===== src/rtl/core/rv32im_instruction_decoder_unit_assert.svh =====
// assertion macros for the rv32im instruction decoder
// no dependencies; included by modules that carry assertions
`ifndef RV32IM_INSTRUCTION_DECODER_UNIT_ASSERT_SVH
`define RV32IM_INSTRUCTION_DECODER_UNIT_ASSERT_SVH

// same-cycle implication, disabled while reset is asserted
`define RVID_ASSERT_HOLDS(label, clk, rstn, ante, cons) \
    label: assert property (@(posedge clk) disable iff (!rstn) (ante) |-> (cons)) \
        else $error("rvid assertion failed");

// next-cycle implication, disabled while reset is asserted
`define RVID_ASSERT_NEXT(label, clk, rstn, ante, cons) \
    label: assert property (@(posedge clk) disable iff (!rstn) (ante) |=> (cons)) \
        else $error("rvid assertion failed");

`endif


===== src/rtl/core/rvid_pkg.sv =====
// shared types and codes for the rv32im instruction decoder
// no dependencies; used by rvid_decode and the top level
package rvid_pkg;

    // stream widths
    localparam int unsigned TDATA_IN_W  = 64;
    localparam int unsigned TDATA_OUT_W = 96;
    localparam int unsigned TDATA_PAD_W = 7;

    // major opcode, instruction bits 6:2
    typedef enum logic [4:0] {
        OPC_LOAD   = 5'h00,
        OPC_FENCE  = 5'h03,
        OPC_OPIMM  = 5'h04,
        OPC_AUIPC  = 5'h05,
        OPC_STORE  = 5'h08,
        OPC_OP     = 5'h0C,
        OPC_LUI    = 5'h0D,
        OPC_BRANCH = 5'h18,
        OPC_JALR   = 5'h19,
        OPC_JAL    = 5'h1B,
        OPC_SYSTEM = 5'h1C
    } opc_t;

    // funct7 codes
    localparam logic [6:0] F7_BASE = 7'b0000000;
    localparam logic [6:0] F7_ALT  = 7'b0100000;
    localparam logic [6:0] F7_MUL  = 7'b0000001;

    // funct3 codes
    localparam logic [2:0] F3_JALR  = 3'd0;
    localparam logic [2:0] F3_FENCE = 3'd0;
    localparam logic [2:0] F3_BEQ   = 3'd0;
    localparam logic [2:0] F3_BNE   = 3'd1;
    localparam logic [2:0] F3_BLT   = 3'd4;
    localparam logic [2:0] F3_BGE   = 3'd5;
    localparam logic [2:0] F3_BLTU  = 3'd6;
    localparam logic [2:0] F3_BGEU  = 3'd7;
    localparam logic [2:0] F3_LB    = 3'd0;
    localparam logic [2:0] F3_LH    = 3'd1;
    localparam logic [2:0] F3_LW    = 3'd2;
    localparam logic [2:0] F3_LBU   = 3'd4;
    localparam logic [2:0] F3_LHU   = 3'd5;
    localparam logic [2:0] F3_SB    = 3'd0;
    localparam logic [2:0] F3_SH    = 3'd1;
    localparam logic [2:0] F3_SW    = 3'd2;
    localparam logic [2:0] F3_ADD   = 3'd0;
    localparam logic [2:0] F3_SLL   = 3'd1;
    localparam logic [2:0] F3_SLT   = 3'd2;
    localparam logic [2:0] F3_SLTU  = 3'd3;
    localparam logic [2:0] F3_XOR   = 3'd4;
    localparam logic [2:0] F3_SRL   = 3'd5;
    localparam logic [2:0] F3_OR    = 3'd6;
    localparam logic [2:0] F3_AND   = 3'd7;
    localparam logic [2:0] F3_MUL    = 3'd0;
    localparam logic [2:0] F3_MULH   = 3'd1;
    localparam logic [2:0] F3_MULHSU = 3'd2;
    localparam logic [2:0] F3_MULHU  = 3'd3;
    localparam logic [2:0] F3_DIV    = 3'd4;
    localparam logic [2:0] F3_DIVU   = 3'd5;
    localparam logic [2:0] F3_REM    = 3'd6;
    localparam logic [2:0] F3_REMU   = 3'd7;

    // format classes
    localparam logic [3:0] FMT_R      = 4'd0;
    localparam logic [3:0] FMT_I_ALU  = 4'd1;
    localparam logic [3:0] FMT_STORE  = 4'd2;
    localparam logic [3:0] FMT_LOAD   = 4'd3;
    localparam logic [3:0] FMT_BRANCH = 4'd4;
    localparam logic [3:0] FMT_UPPER  = 4'd5;
    localparam logic [3:0] FMT_JAL    = 4'd6;
    localparam logic [3:0] FMT_JALR   = 4'd7;
    localparam logic [3:0] FMT_FENCE  = 4'd8;
    localparam logic [3:0] FMT_SYSTEM = 4'd9;

    // dense mnemonic numbers
    localparam logic [5:0] MN_LUI    = 6'd0;
    localparam logic [5:0] MN_AUIPC  = 6'd1;
    localparam logic [5:0] MN_JAL    = 6'd2;
    localparam logic [5:0] MN_JALR   = 6'd3;
    localparam logic [5:0] MN_BEQ    = 6'd4;
    localparam logic [5:0] MN_BNE    = 6'd5;
    localparam logic [5:0] MN_BLT    = 6'd6;
    localparam logic [5:0] MN_BGE    = 6'd7;
    localparam logic [5:0] MN_BLTU   = 6'd8;
    localparam logic [5:0] MN_BGEU   = 6'd9;
    localparam logic [5:0] MN_LB     = 6'd10;
    localparam logic [5:0] MN_LH     = 6'd11;
    localparam logic [5:0] MN_LW     = 6'd12;
    localparam logic [5:0] MN_LBU    = 6'd13;
    localparam logic [5:0] MN_LHU    = 6'd14;
    localparam logic [5:0] MN_SB     = 6'd15;
    localparam logic [5:0] MN_SH     = 6'd16;
    localparam logic [5:0] MN_SW     = 6'd17;
    localparam logic [5:0] MN_ADDI   = 6'd18;
    localparam logic [5:0] MN_SLTI   = 6'd19;
    localparam logic [5:0] MN_SLTIU  = 6'd20;
    localparam logic [5:0] MN_XORI   = 6'd21;
    localparam logic [5:0] MN_ORI    = 6'd22;
    localparam logic [5:0] MN_ANDI   = 6'd23;
    localparam logic [5:0] MN_SLLI   = 6'd24;
    localparam logic [5:0] MN_SRLI   = 6'd25;
    localparam logic [5:0] MN_SRAI   = 6'd26;
    localparam logic [5:0] MN_ADD    = 6'd27;
    localparam logic [5:0] MN_SUB    = 6'd28;
    localparam logic [5:0] MN_SLL    = 6'd29;
    localparam logic [5:0] MN_SLT    = 6'd30;
    localparam logic [5:0] MN_SLTU   = 6'd31;
    localparam logic [5:0] MN_XOR    = 6'd32;
    localparam logic [5:0] MN_SRL    = 6'd33;
    localparam logic [5:0] MN_SRA    = 6'd34;
    localparam logic [5:0] MN_OR     = 6'd35;
    localparam logic [5:0] MN_AND    = 6'd36;
    localparam logic [5:0] MN_MUL    = 6'd37;
    localparam logic [5:0] MN_MULH   = 6'd38;
    localparam logic [5:0] MN_MULHSU = 6'd39;
    localparam logic [5:0] MN_MULHU  = 6'd40;
    localparam logic [5:0] MN_DIV    = 6'd41;
    localparam logic [5:0] MN_DIVU   = 6'd42;
    localparam logic [5:0] MN_REM    = 6'd43;
    localparam logic [5:0] MN_REMU   = 6'd44;
    localparam logic [5:0] MN_FENCE  = 6'd45;
    localparam logic [5:0] MN_ECALL  = 6'd46;
    localparam logic [5:0] MN_EBREAK = 6'd47;

    // one decoded result word
    typedef struct packed {
        logic               valid_res;
        logic [3:0]         format;
        logic [5:0]         mnemonic;
        logic [4:0]         dest_reg;
        logic [4:0]         src1_reg;
        logic [4:0]         src2_reg;
        logic signed [31:0] immediate;
        logic [31:0]        jump_target;
    } decode_res_t;

endpackage


===== src/rtl/core/rvid_decode.sv =====
// combinational rv32im decode of one instruction word and its address
// depends on rvid_pkg
module rvid_decode (
    input  logic [31:0]          instr_word,
    input  logic [31:0]          instr_addr,
    output rvid_pkg::decode_res_t res
);

    logic [2:0]  f3;
    logic [6:0]  f7;
    logic [4:0]  rd;
    logic [4:0]  rs1;
    logic [4:0]  rs2;
    logic [31:0] imm_i;
    logic [31:0] imm_s;
    logic [31:0] imm_b;
    logic [31:0] imm_j;
    logic [31:0] imm_u;
    logic        is_32bit;
    logic        known;
    logic        has_target;
    logic [3:0]  fmt;
    logic [5:0]  mn;
    logic [4:0]  d;
    logic [4:0]  s1;
    logic [4:0]  s2;
    logic [31:0] imm;
    logic [31:0] tgt;

    // field extraction
    assign f3  = instr_word[14:12];
    assign f7  = instr_word[31:25];
    assign rd  = instr_word[11:7];
    assign rs1 = instr_word[19:15];
    assign rs2 = instr_word[24:20];

    // immediates per encoding format
    assign imm_i = {{20{instr_word[31]}}, instr_word[31:20]};
    assign imm_s = {{20{instr_word[31]}}, instr_word[31:25], instr_word[11:7]};
    assign imm_b = {{19{instr_word[31]}}, instr_word[31], instr_word[7],
                    instr_word[30:25], instr_word[11:8], 1'b0};
    assign imm_j = {{11{instr_word[31]}}, instr_word[31], instr_word[19:12],
                    instr_word[20], instr_word[30:21], 1'b0};
    assign imm_u = {instr_word[31:12], 12'b0};

    // compressed and 48-bit-or-longer encodings are rejected
    assign is_32bit = (instr_word[1:0] == 2'b11) && (instr_word[4:2] != 3'b111);

    // opcode and funct decode
    always_comb begin
        known      = 1'b0;
        has_target = 1'b0;
        fmt        = rvid_pkg::FMT_R;
        mn         = rvid_pkg::MN_LUI;
        d          = 5'd0;
        s1         = 5'd0;
        s2         = 5'd0;
        imm        = 32'd0;
        unique case (rvid_pkg::opc_t'(instr_word[6:2]))
            rvid_pkg::OPC_LUI: begin
                known = 1'b1; fmt = rvid_pkg::FMT_UPPER; mn = rvid_pkg::MN_LUI;
                d = rd; imm = imm_u;
            end
            rvid_pkg::OPC_AUIPC: begin
                known = 1'b1; fmt = rvid_pkg::FMT_UPPER; mn = rvid_pkg::MN_AUIPC;
                d = rd; imm = imm_u;
            end
            rvid_pkg::OPC_JAL: begin
                known = 1'b1; has_target = 1'b1;
                fmt = rvid_pkg::FMT_JAL; mn = rvid_pkg::MN_JAL;
                d = rd; imm = imm_j;
            end
            rvid_pkg::OPC_JALR: begin
                known = (f3 == rvid_pkg::F3_JALR);
                fmt = rvid_pkg::FMT_JALR; mn = rvid_pkg::MN_JALR;
                d = rd; s1 = rs1; imm = imm_i;
            end
            rvid_pkg::OPC_BRANCH: begin
                known = 1'b1; has_target = 1'b1;
                fmt = rvid_pkg::FMT_BRANCH; s1 = rs1; s2 = rs2; imm = imm_b;
                unique case (f3)
                    rvid_pkg::F3_BEQ:  mn = rvid_pkg::MN_BEQ;
                    rvid_pkg::F3_BNE:  mn = rvid_pkg::MN_BNE;
                    rvid_pkg::F3_BLT:  mn = rvid_pkg::MN_BLT;
                    rvid_pkg::F3_BGE:  mn = rvid_pkg::MN_BGE;
                    rvid_pkg::F3_BLTU: mn = rvid_pkg::MN_BLTU;
                    rvid_pkg::F3_BGEU: mn = rvid_pkg::MN_BGEU;
                    default:           known = 1'b0;
                endcase
            end
            rvid_pkg::OPC_LOAD: begin
                known = 1'b1;
                fmt = rvid_pkg::FMT_LOAD; d = rd; s1 = rs1; imm = imm_i;
                unique case (f3)
                    rvid_pkg::F3_LB:  mn = rvid_pkg::MN_LB;
                    rvid_pkg::F3_LH:  mn = rvid_pkg::MN_LH;
                    rvid_pkg::F3_LW:  mn = rvid_pkg::MN_LW;
                    rvid_pkg::F3_LBU: mn = rvid_pkg::MN_LBU;
                    rvid_pkg::F3_LHU: mn = rvid_pkg::MN_LHU;
                    default:          known = 1'b0;
                endcase
            end
            rvid_pkg::OPC_STORE: begin
                known = 1'b1;
                fmt = rvid_pkg::FMT_STORE; s1 = rs1; s2 = rs2; imm = imm_s;
                unique case (f3)
                    rvid_pkg::F3_SB: mn = rvid_pkg::MN_SB;
                    rvid_pkg::F3_SH: mn = rvid_pkg::MN_SH;
                    rvid_pkg::F3_SW: mn = rvid_pkg::MN_SW;
                    default:         known = 1'b0;
                endcase
            end
            rvid_pkg::OPC_OPIMM: begin
                known = 1'b1;
                fmt = rvid_pkg::FMT_I_ALU; d = rd; s1 = rs1; imm = imm_i;
                unique case (f3)
                    rvid_pkg::F3_ADD:  mn = rvid_pkg::MN_ADDI;
                    rvid_pkg::F3_SLT:  mn = rvid_pkg::MN_SLTI;
                    rvid_pkg::F3_SLTU: mn = rvid_pkg::MN_SLTIU;
                    rvid_pkg::F3_XOR:  mn = rvid_pkg::MN_XORI;
                    rvid_pkg::F3_OR:   mn = rvid_pkg::MN_ORI;
                    rvid_pkg::F3_AND:  mn = rvid_pkg::MN_ANDI;
                    // shift-immediates carry only the 5-bit shamt
                    rvid_pkg::F3_SLL: begin
                        mn = rvid_pkg::MN_SLLI; imm = {27'd0, rs2};
                        known = (f7 == rvid_pkg::F7_BASE);
                    end
                    rvid_pkg::F3_SRL: begin
                        imm = {27'd0, rs2};
                        mn  = (f7 == rvid_pkg::F7_ALT) ? rvid_pkg::MN_SRAI
                                                       : rvid_pkg::MN_SRLI;
                        known = (f7 == rvid_pkg::F7_ALT) || (f7 == rvid_pkg::F7_BASE);
                    end
                    default: known = 1'b0;
                endcase
            end
            rvid_pkg::OPC_OP: begin
                known = 1'b1;
                fmt = rvid_pkg::FMT_R; d = rd; s1 = rs1; s2 = rs2;
                if (f7 == rvid_pkg::F7_BASE) begin
                    unique case (f3)
                        rvid_pkg::F3_ADD:  mn = rvid_pkg::MN_ADD;
                        rvid_pkg::F3_SLL:  mn = rvid_pkg::MN_SLL;
                        rvid_pkg::F3_SLT:  mn = rvid_pkg::MN_SLT;
                        rvid_pkg::F3_SLTU: mn = rvid_pkg::MN_SLTU;
                        rvid_pkg::F3_XOR:  mn = rvid_pkg::MN_XOR;
                        rvid_pkg::F3_SRL:  mn = rvid_pkg::MN_SRL;
                        rvid_pkg::F3_OR:   mn = rvid_pkg::MN_OR;
                        rvid_pkg::F3_AND:  mn = rvid_pkg::MN_AND;
                        default:           known = 1'b0;
                    endcase
                end else if (f7 == rvid_pkg::F7_MUL) begin
                    unique case (f3)
                        rvid_pkg::F3_MUL:    mn = rvid_pkg::MN_MUL;
                        rvid_pkg::F3_MULH:   mn = rvid_pkg::MN_MULH;
                        rvid_pkg::F3_MULHSU: mn = rvid_pkg::MN_MULHSU;
                        rvid_pkg::F3_MULHU:  mn = rvid_pkg::MN_MULHU;
                        rvid_pkg::F3_DIV:    mn = rvid_pkg::MN_DIV;
                        rvid_pkg::F3_DIVU:   mn = rvid_pkg::MN_DIVU;
                        rvid_pkg::F3_REM:    mn = rvid_pkg::MN_REM;
                        rvid_pkg::F3_REMU:   mn = rvid_pkg::MN_REMU;
                        default:             known = 1'b0;
                    endcase
                end else if (f7 == rvid_pkg::F7_ALT) begin
                    unique case (f3)
                        rvid_pkg::F3_ADD: mn = rvid_pkg::MN_SUB;
                        rvid_pkg::F3_SRL: mn = rvid_pkg::MN_SRA;
                        default:          known = 1'b0;
                    endcase
                end else begin
                    known = 1'b0;
                end
            end
            rvid_pkg::OPC_FENCE: begin
                // pred and succ sets ride in the source fields
                known = (f3 == rvid_pkg::F3_FENCE);
                fmt = rvid_pkg::FMT_FENCE; mn = rvid_pkg::MN_FENCE;
                s1 = {1'b0, instr_word[27:24]};
                s2 = {1'b0, instr_word[23:20]};
            end
            rvid_pkg::OPC_SYSTEM: begin
                // only bit 20 separates ebreak from ecall
                known = 1'b1; fmt = rvid_pkg::FMT_SYSTEM;
                mn = instr_word[20] ? rvid_pkg::MN_EBREAK : rvid_pkg::MN_ECALL;
            end
            default: known = 1'b0;
        endcase
    end

    // branch and jal target, wraps at 32 bits
    assign tgt = has_target ? (instr_addr + imm) : 32'd0;

    // invalid words give an all-zero result
    always_comb begin
        res = '0;
        if (is_32bit && known) begin
            res.valid_res   = 1'b1;
            res.format      = fmt;
            res.mnemonic    = mn;
            res.dest_reg    = d;
            res.src1_reg    = s1;
            res.src2_reg    = s2;
            res.immediate   = imm;
            res.jump_target = tgt;
        end
    end

endmodule


===== src/rtl/core/rv32im_instruction_decoder_unit.sv =====
// rv32im instruction decoder, stream in and stream out
// depends on rvid_pkg, rvid_decode and rv32im_instruction_decoder_unit_assert.svh
// an accepted input word passes the input register and then the result register before its result is on m_tdata
// throughput: one word per cycle while m_tready is not held low; input register, decode logic, result register
// both stages advance whenever the result register is free or being taken; the input register also loads while empty
// reset: synchronous, active low, clears only the two stage valid flags
`include "rv32im_instruction_decoder_unit_assert.svh"

module rv32im_instruction_decoder_unit (
    input  logic                               aclk,
    input  logic                               aresetn,
    input  logic                               s_tvalid,
    output logic                               s_tready,
    // instr_word [31:0], instr_addr [63:32]
    input  logic [rvid_pkg::TDATA_IN_W-1:0]    s_tdata,
    output logic                               m_tvalid,
    input  logic                               m_tready,
    // format [3:0], mnemonic [9:4], dest_reg [14:10], src1_reg [19:15],
    // src2_reg [24:20], immediate [56:25], jump_target [88:57], zero [95:89]
    output logic [rvid_pkg::TDATA_OUT_W-1:0]   m_tdata,
    // valid_res [0]
    output logic [0:0]                         m_tuser
);

    logic                  in_valid_reg;
    logic                  in_valid_next;
    logic [31:0]           in_word_reg;
    logic [31:0]           in_addr_reg;
    logic                  res_valid_reg;
    logic                  res_valid_next;
    rvid_pkg::decode_res_t res_reg;
    rvid_pkg::decode_res_t res_next;
    logic                  res_adv;
    logic                  in_load;

    // stage advance: result register is empty or its word is being taken
    assign res_adv  = !res_valid_reg || m_tready;
    assign s_tready = !in_valid_reg || res_adv;
    assign in_load  = s_tvalid && s_tready;

    // next valid flags
    always_comb begin
        in_valid_next  = in_valid_reg;
        res_valid_next = res_valid_reg;
        if (s_tready) begin
            in_valid_next = s_tvalid;
        end
        if (res_adv) begin
            res_valid_next = in_valid_reg;
        end
    end

    // control registers
    always_ff @(posedge aclk) begin
        if (!aresetn) begin
            in_valid_reg  <= 1'b0;
            res_valid_reg <= 1'b0;
        end else begin
            in_valid_reg  <= in_valid_next;
            res_valid_reg <= res_valid_next;
        end
    end

    // input word register
    always_ff @(posedge aclk) begin
        if (in_load) begin
            in_word_reg <= s_tdata[31:0];
            in_addr_reg <= s_tdata[63:32];
        end
    end

    // decode logic
    rvid_decode u_decode (
        .instr_word (in_word_reg),
        .instr_addr (in_addr_reg),
        .res        (res_next)
    );

    // result register
    always_ff @(posedge aclk) begin
        if (res_adv && in_valid_reg) begin
            res_reg <= res_next;
        end
    end

    // output packing
    assign m_tvalid = res_valid_reg;
    assign m_tuser  = res_reg.valid_res;
    assign m_tdata  = {{rvid_pkg::TDATA_PAD_W{1'b0}},
                       res_reg.jump_target,
                       res_reg.immediate,
                       res_reg.src2_reg,
                       res_reg.src1_reg,
                       res_reg.dest_reg,
                       res_reg.mnemonic,
                       res_reg.format};

    // checks
    `RVID_ASSERT_HOLDS(a_invalid_zero, aclk, aresetn, m_tvalid && !m_tuser[0], m_tdata == '0)
    `RVID_ASSERT_HOLDS(a_mn_range, aclk, aresetn, m_tvalid, m_tdata[9:4] <= rvid_pkg::MN_EBREAK)
    `RVID_ASSERT_HOLDS(a_tgt_zero, aclk, aresetn, m_tvalid && (m_tdata[3:0] != rvid_pkg::FMT_BRANCH) && (m_tdata[3:0] != rvid_pkg::FMT_JAL), m_tdata[88:57] == 32'd0)
    `RVID_ASSERT_NEXT(a_in_hold, aclk, aresetn, in_valid_reg && !res_adv, in_valid_reg && $stable(in_word_reg) && $stable(in_addr_reg))

endmodule

===== config.mk =====
export PLATFORM = sky130hd
export DESIGN_NAME = rv32im_instruction_decoder_unit
export DESIGN_NICKNAME = d
export VERILOG_FILES = /design/src/rtl/core/rvid_pkg.sv /design/src/rtl/core/rvid_decode.sv /design/src/rtl/core/rv32im_instruction_decoder_unit.sv
export VERILOG_INCLUDE_DIRS = /design/src /design/src/rtl/core
export SDC_FILE = /design/constraint.sdc
export NUM_CORES = 1
export LEC_CHECK = 0
export BUFFER_PORTS_ARGS = -buffer_cell sky130_fd_sc_hd__buf_4
export CORE_MARGIN = 3
export CORE_UTILIZATION = 50
export DETAILED_ROUTE_END_ITERATION = 7
export MAX_ROUTING_LAYER = met4
export PLACE_DENSITY = 0.75
export SKIP_CTS_REPAIR_TIMING = 1
export SLEW_MARGIN = 20
export SYNTH_ARGS = -nofsm -noshare
export SYNTH_HDL_FRONTEND = slang
export SYNTH_SLANG_ARGS = --single-unit

===== constraint.sdc =====
create_clock -name aclk -period 6.33 [get_ports aclk]
set_input_delay 0.3165 -clock aclk [delete_from_list [all_inputs] [get_ports aclk]]
set_output_delay 0.3165 -clock aclk [all_outputs]
set_load 0.02 [all_outputs]

==> results.yml <==
worst_setup_path:
  worst_r2r_startpoint: "in_word_reg[3]$_DFFE_PP_"
  critPathKind: "flop to flop"
  critical_path.startpoint_type: "flop"
  critPathMaxFanout: 18
  cp_common_cell: "nor2b_1"
  cpLargestDelayFamily: "compound AO/OA/AOI/OAI gates"
  path_buf_inv: 2
  worstPathCellList: "or2_2, nor3b_1, buf_4, nor2b_1, a32o_1, ha_1, inv_1, fa_1, nor2b_1, o2111ai_1, a21oi_1, o21ai_1, a2111oi_0, o21a_1, nor3_1"
  setup.worst_path.start: "in_word_reg[3]$_DFFE_PP_"
  crit_path_slowest_cell: "a2111oi_0"
  worstSetupEndpointType: "flop"
  max_stage_delay_ns: 0.66
  worst-endpoint-arrival_ns: 5.14
  crit_required_ns: 6.51
clocking:
  cts-htree-levels: 4
  cts.clk_slew.worst_paths_ns: 0.07
  worst_skew_pair.late_latency_ns: 0.43
  tritoncts_num_sinks: 165
  cts-root-to-sink-buffers: 2
  cts_tree: "built"
  cts_bufs_inserted: 17
  clockRootBuffer: "clkbuf_16"
timing:
  worst_slew_pin_slew_ns: 1.02
  rsz0062_at_grt: "false"
  setup_viol: 0
  max_slew_margin_pct: 31.6
  setup-tns-final_ns: 0
  finalCritPeriodShare_pct: 78.5
  min_period_ns: 4.97
  report.final.slew_viol_count: 0
  max_freq_ghz: 0.201
  clock_skew_ns: 0.0116
  layout_setup_ws_ns: 1.36
  final_hold_violations: 0
detailed_routing:
  drt.antenna.violating_nets: 0
  wl_um: 24000
  dr.first_iter.drc_count: 581
  dr_total_vias: 6816
  number_of_optimization_iterations_in_the_first_detailed_route_pass: 7
  drt-wirelength-per-cell_um: 20.6
  vias_per_cell: 5.87
  remaining_drc_errors: 0
grt:
  antenna_found_initial: 3
  busiest_layer: "met2"
  groute.layer.met1.usage_pct: 36.3
  vias_in_the_first_global_route: 6444
  globalRouteMet3Util_pct: 4.78
  first_pass_grt_wire_length_um: 36200
  groute.layer.met2.usage_pct: 40.1
  grt_start_max_net_pins: 65
  grt_overflow_total: 0
  grt_util_all_layers_pct: 26.2
synthesis:
  mappedNetlistArea_um2: 8670
  synth.distinct_cells: 74
  syn-instance-count: 785
  share_of_the_synthesized_area_in_compound_gates_ao_oa_aoi_oai_pct: 16.4
  synthAdderAreaFrac_pct: 5.57
  ys_dominant_reg_cell: "edfxtp_1"
  yosys.area_share.xor_xnor_pct: 1.62
  number_of_enable_type_register_cells_in_the_synthesized_netlist: 154
  synthSimpleGateAreaFrac_pct: 15.6
  synth-async-reset-ratio_pct: 0
  share_of_synthesized_area_occupied_by_flip_flops_and_latches_pct: 55.9
  avgSynthCellArea_um2: 11.0
  yosys_warnings: 0
  postSynthRegisterBits: 165
  synth_top_family_by_area: "compound AO/OA/AOI/OAI gates"
  post_synth_mux_area_share_pct: 1.05
power_and_ir_drop:
  pwr-share-seq_pct: 46.4
  internal_power_mw: 2.10
  power_frac_clock_pct: 40.3
  p_comb_share_pct: 13.3
  power_density_nw_per_um2: 264
  power_switching_share_pct: 25.1
  total_leakage_power_nw: 4.24
  switch_pwr_mw: 0.704
  peak_supply_drop_mv: 0.233
floorplanning:
  die_h_um: 138
  floorplan.initialDensity_pct: 51.7
  floorplan.rows: 47
  die_width_um: 138
  boundaryPins: 167
  design.core.area_um2: 16800
  die_area_um2: 19000
final_layout:
  fin_util_pct: 63.4
  area_growth_pct: 22.5
  fillers: 1362
  final_layout_size_suffix_gt1_share_pct: 23.0
  largest_register_ffs: 89
  layout.cell_area.non_filler_um2: 10600
  layoutNonFillerInstCount: 1162
  fin_nets: 1034
hold_path:
  worstHoldPathType: "primary input to flop"
  hp-start: "s_tdata[46]"
outcome:
  run_status: "finished clean"
place:
  placed_cells: 1129
  placed_cell_area_um2: 9990
  post-place-ws_ns: 1.54
  numPortBuffers: 159
  post-dp-hpwl_um: 17500
  gp_congestion: 0.937
run:
  maxCapViolations: 0
power groups by stage:
stage	registers [mW]	logic (mW)	clock network, mW
after floorplan	1.34	0.211	0
after global placement	1.33	0.370	0
after detailed placement	1.32	0.371	0
after CTS	1.30	0.374	1.14
after global routing	1.31	0.407	1.18
final	1.30	0.374	1.13
placed cells by master (no fill, tap or decap), types with 10 or more instances in the layout:
| cell type | n |
|---|---|
| a21o_1 | 22 |
| nand2_1 | 76 |
| buf_4 | 167 |
| clkbuf_16 | 17 |
| edfxtp_1 | 154 |
| o21ai_0 | 29 |
| o21a_1 | 12 |
| and2_1 | 20 |
| nor3b_1 | 14 |
| inv_1 | 21 |
| nor3_1 | 30 |
| and3_1 | 12 |
| nor2_1 | 63 |
| dfxtp_1 | 11 |
| nand4_1 | 10 |
| ha_1 | 37 |
| xnor2_1 | 11 |
| a21oi_1 | 73 |
per-layer routing:
metal | vias to the layer above | routed length [µm]
met5 | - | 0
met4 | 0 | 293
met3 | 22 | 1910
met2 | 328 | 11300
met1 | 3262 | 10500
li1 | 3204 | -
kinds of logic after synthesis:
kind of cell | count (synthesis)
other | 1
AO/OA/AOI/OAI | 214
AND/OR/NAND/NOR | 270
buffers and inverters | 72
multiplexers | 9
XOR/XNOR | 16
flip-flops | 165
adder cells (fa/ha/maj) | 38
worst register-to-register path, delay by kind of cell, from the launching register on:
| kind | cells | cell delay [ns] |
|---|---|---|
| DFF | 1 | 0.64 |
| and+or+nand+nor | 5 | 1.21 |
| buffers and inverters | 2 | 0.26 |
| AOI/OAI and AO/OA | 6 | 2.01 |
| adders and majority gates | 2 | 0.58 |
final timing paths:
| kind | endpoint | slack, ns | cells past startpoint |
|---|---|---|---|
| setup reg to reg | m_tdata[87]$_SDFFCE_PN0P_ | 1.36 | 15 |
| hold reg to reg | m_tvalid$_SDFFE_PN0P_ | 0.53 | 1 |
| hold / removal | in_addr_reg[14]$_DFFE_PP_ | 0.05 | 1 |
| setup / recovery | m_tdata[87]$_SDFFCE_PN0P_ | 1.36 | 15 |
through the flow:
stage / hold WS, ns / power (mW)
after floorplan: 0.415 / 1.55
after global placement: 0.495 / 1.70
after detailed placement: 0.496 / 1.70
after CTS: 0.0425 / 2.82
after global routing: 0.0451 / 2.90
final: 0.0535 / 2.81
Yosys cell counts (all sizes together) (3+ instances only):
library cell,instances,area [µm²]
and3,12,75.1
and3b,3,26.3
dfxtp,11,220
nand2b,8,50.1
edfxtp,154,4620
o21a,12,90.1
nand4,10,62.6
a21oi,74,374
inv,23,91.3
clkbuf,33,124
buf,16,119
mux2i,8,80.1
xor2,5,43.8
o211ai,9,67.6
a211oi,9,67.6
nor2,64,243
nand2,77,297
a2111oi,7,93.9
a22oi,7,52.6
o21ai,31,155
nand3,8,40.0
nor3b,15,118
ha,37,463
a22o,6,52.6
nor3,30,150
o21bai,7,52.6
a21boi,4,30.0
nor2b,9,56.3
and2,20,125
xnor2,11,96.3
o31ai,3,22.5
a21o,22,165
or2,5,31.3
area by class of cell:
| cell class | count | area (µm²) | area share [%] |
|---|---|---|---|
| inverters | 23 | 91.3 | 0.860 |
| well taps | 220 | 275 | 2.59 |
| multi-input cells | 554 | 3520 | 33.1 |
| clock buffers | 17 | 425 | 4.00 |
| flip-flops and latches | 165 | 4840 | 45.6 |
| diodes | 2 | 5.00 | 0.0471 |
| repair buffers | 167 | 1250 | 11.8 |
| clock inverters | 14 | 208 | 1.95 |
(Power assumes the default switching activity.)
